`config.mk`:
```
export PLATFORM = sky130hd
export DESIGN_NAME = gsk_satmul
export DESIGN_NICKNAME = d
export VERILOG_FILES = /design/src/design/gsk_satmul.sv
export SDC_FILE = /design/constraint.sdc
export NUM_CORES = 2
export LEC_CHECK = 0
export BUFFER_PORTS_ARGS = -buffer_cell sky130_fd_sc_hd__buf_4
export CAP_MARGIN = 20
export CORE_ASPECT_RATIO = 2
export CORE_MARGIN = 2
export CORE_UTILIZATION = 48
export DETAILED_ROUTE_END_ITERATION = 8
export PLACE_DENSITY = 0.63
export SLEW_MARGIN = 20
export SYNTH_ARGS = -nofsm -noshare
export SYNTH_HDL_FRONTEND = slang
export SYNTH_SLANG_ARGS = --single-unit
```
`constraint.sdc`:
```
create_clock -name vclk -period 9.7
set_input_delay 0.485 -clock vclk [all_inputs]
set_output_delay 0.485 -clock vclk [all_outputs]
set_load 0.01 [all_outputs]
```
`src/design/gsk_satmul.sv`:
```
module gsk_satmul #(
	parameter int VB = 48,
	parameter int BW = 17,
	parameter int F  = 16
) (
	input  logic [VB-1:0] a,
	input  logic [BW-1:0] b,
	output logic [VB-1:0] y,
	output logic          sat
);

	logic [VB+BW-1:0] prod;
	logic [VB+BW-1:0] shifted;

	always_comb begin
		prod    = {{BW{1'b0}}, a} * {{VB{1'b0}}, b};
		shifted = prod >> F;
		sat     = |shifted[VB+BW-1:VB];
		y       = sat ? {VB{1'b1}} : shifted[VB-1:0];
	end

endmodule

```
==> impl_metrics.yaml <==
sta:
  slew_headroom_pct: 29.59
  hold_violations: 0
  finalSetupTns_ns: 0
  worst_pin_slew_ns: 1.047
  setup_viol: 0
  fmax_ghz: 0.1166
  fin_crit_ns: 8.577
  fin_crit_sh_pct: 88.42
  slew_violations: 0
  rsz0062_at_grt: "no"
logic_synthesis:
  yosys.area_share.adder_pct: 60.60
  synth_cell_types: 62
  syn-instance-count: 3069
  yosys_warnings: 0
  synth_nets: 3958
  ys_seq_area_share_pct: 0
  synth-xor-area-share_pct: 1.711
  synth.avg_cell_area_um2: 8.316
  synth_top_family_by_area: "adder cells"
  synth.area.mux_share_pct: 0
  synth_compound_area_share_pct: 5.299
  synth_area_um2: 25520
  synth-simple-area-share_pct: 17.54
job:
  maxCapViolCount: 0
min_path:
  worstHoldPathCells: 8
  worstHoldStart: "a[47]"
  min_path_type: "in -> out"
  worst_hold_path.endpoint: "y[27]"
final_layout:
  drive_gt1_share_pct: 4.541
  fin_nets: 3908
  regArea_um2: 0
  mostFrequentLayoutCell: "inv_1"
  clock_buffers: 0
  final_cell_mix: "inv_1, fa_1, nand2_1"
  num_antenna_cells: 0
  seq_cell_count: 0
  synthToLayoutAreaGrowth_pct: 4.294
routing:
  postRouteAntennaNets: 0
  vias_per_cell: 5.596
  totalWireLength_mm: 81.22
  first_iter_violations: 1041
  vias: 20610
  wl_per_cell_um: 22.06
  dr.pass1.iters: 6
  drc: 0
floorplanning:
  fp.dieH_um: 330.1
  die_w_um: 167.1
  ios: 114
  core-area_um2: 52560
  row_count: 119
  die_area_um2: 55150
  start_util_pct: 48.56
worst_setup_path:
  critPathRequiredTime_ns: 9.22
  worstPathArrival_ns: 8.09
  cp_max_fo: 48
  crit_type: "in -> out"
  cp-end-kind: "output port"
  cp-start-kind: "primary input"
clock_tree:
  post_cts_resize_count: 0
  post_cts_buffers: 0
  hold_buffers: 0
global_route:
  antenna_found_initial: 2
  grt_pass1_vias: 23970
  overflow: 0
  grt_max_degree: 49
  grt_pass1_wl_mm: 128.8
  grtUsageTotal_pct: 30.75
placement:
  dp_hpwl_mm: 63.07
  port_buffers: 114
  place_congestion: 0.9799
run_status:
  status: "finished, final reports clean"
## synthesized netlist by cell type, types with 2 or more instances
master     count  area [um^2]
a21boi_0       3        22.52
inv_1        826         3100
o221ai_1       4        35.03
clkbuf_1     167        626.9
nor2b_1        3        18.77
and2_1       243         1520
buf_6          3        33.78
xnor2_1       30        262.8
o2111ai_1      2        17.52
a221oi_1       2        17.52
nand3_1        9        45.04
nor2_1        24        90.09
a31oi_1       10        62.56
nand3b_1       2        15.01
or2_2          2        12.51
o211ai_1       8        60.06
o21a_1         4        30.03
nor3_1         4        20.02
fa_1         687        13750
xor2_1        18        157.7
a211oi_1       5        37.54
nand2_1      662         2485
o21bai_1      11        82.58
o21ai_0       24        120.1
nand4_1       15        93.84
nor3b_1        3        22.52
o21ai_1        4        20.02
ha_1         137         1714
a21o_1        34        255.2
a21oi_1       72        360.4
nor4_1         4        25.02
buf_1          4        15.01
a22oi_1        2        15.01
o211a_1        2        20.02
and3_1        12        75.07
## final cells by class
class	instances	area, um^2
multi-input combinational	2067	21760
fill	5093	25940
timing repair buffer	124	930.9
tap	665	832.0
inverter	826	3100
## worst max-delay path: stages
cell	delay, ns
buf_4	0.60
nand2_1	0.19
fa_1	0.59
inv_1	0.06
fa_1	0.50
inv_1	0.05
fa_1	0.53
inv_1	0.05
fa_1	0.44
fa_1	0.51
fa_1	0.41
ha_1	0.38
nand3_1	0.20
a2111oi_4	0.32
a22oi_2	0.24
a31oi_4	0.26
a41oi_1	0.26
o21ai_2	0.42
a21oi_1	0.14
o211a_1	0.29
xnor2_4	0.50
buf_4	0.35
nand2_1	0.10
buf_4	0.15
## per-stage QoR
stage          area [um^2]  hold WS, ns  std cells  setup slack, ns  utilization, %
2_1_floorplan        25520        1.692       3069            2.568               -
3_3_place_gp         26620        2.334       3682            1.145           50.64
3_5_place_dp         26620        2.345       3682            1.055           50.64
4_1_cts              26620        2.351       3682            1.078           50.64
6_report             26620        2.328       3682            1.123           50.65
5_1_grt              26620        2.411       3682           0.8225           50.65
## routing by layer
metal	part of all wire (%)	wire (um)	vias up	track usage (%)
met5	0.026	21	-	0
met4	11	8674	4	25.49
met3	5.8	4671	391	3.163
met2	53	43070	968	57.94
met1	31	24780	10640	29.93
li1	-	-	8604	-
## how the worst max path moves through the flow
stage | end | depth (start not counted) | startpoint
6_report | y[5] | 24 | b[8]
2_1_floorplan | y[46] | 26 | a[36]
5_1_grt | y[10] | 24 | b[8]
4_1_cts | y[7] | 24 | b[8]
3_3_place_gp | y[45] | 24 | b[2]
3_5_place_dp | y[7] | 24 | b[8]
## cells by family after synthesis
group,Yosys count
AO/OA/AOI/OAI,204
XOR/XNOR,49
buffers and inverters,1002
AND/OR/NAND/NOR,990
adder cells (fa/ha/maj),824
Power is not shown: default switching activity piles up to over one toggle a cycle in this logic, so the estimate is an artifact.
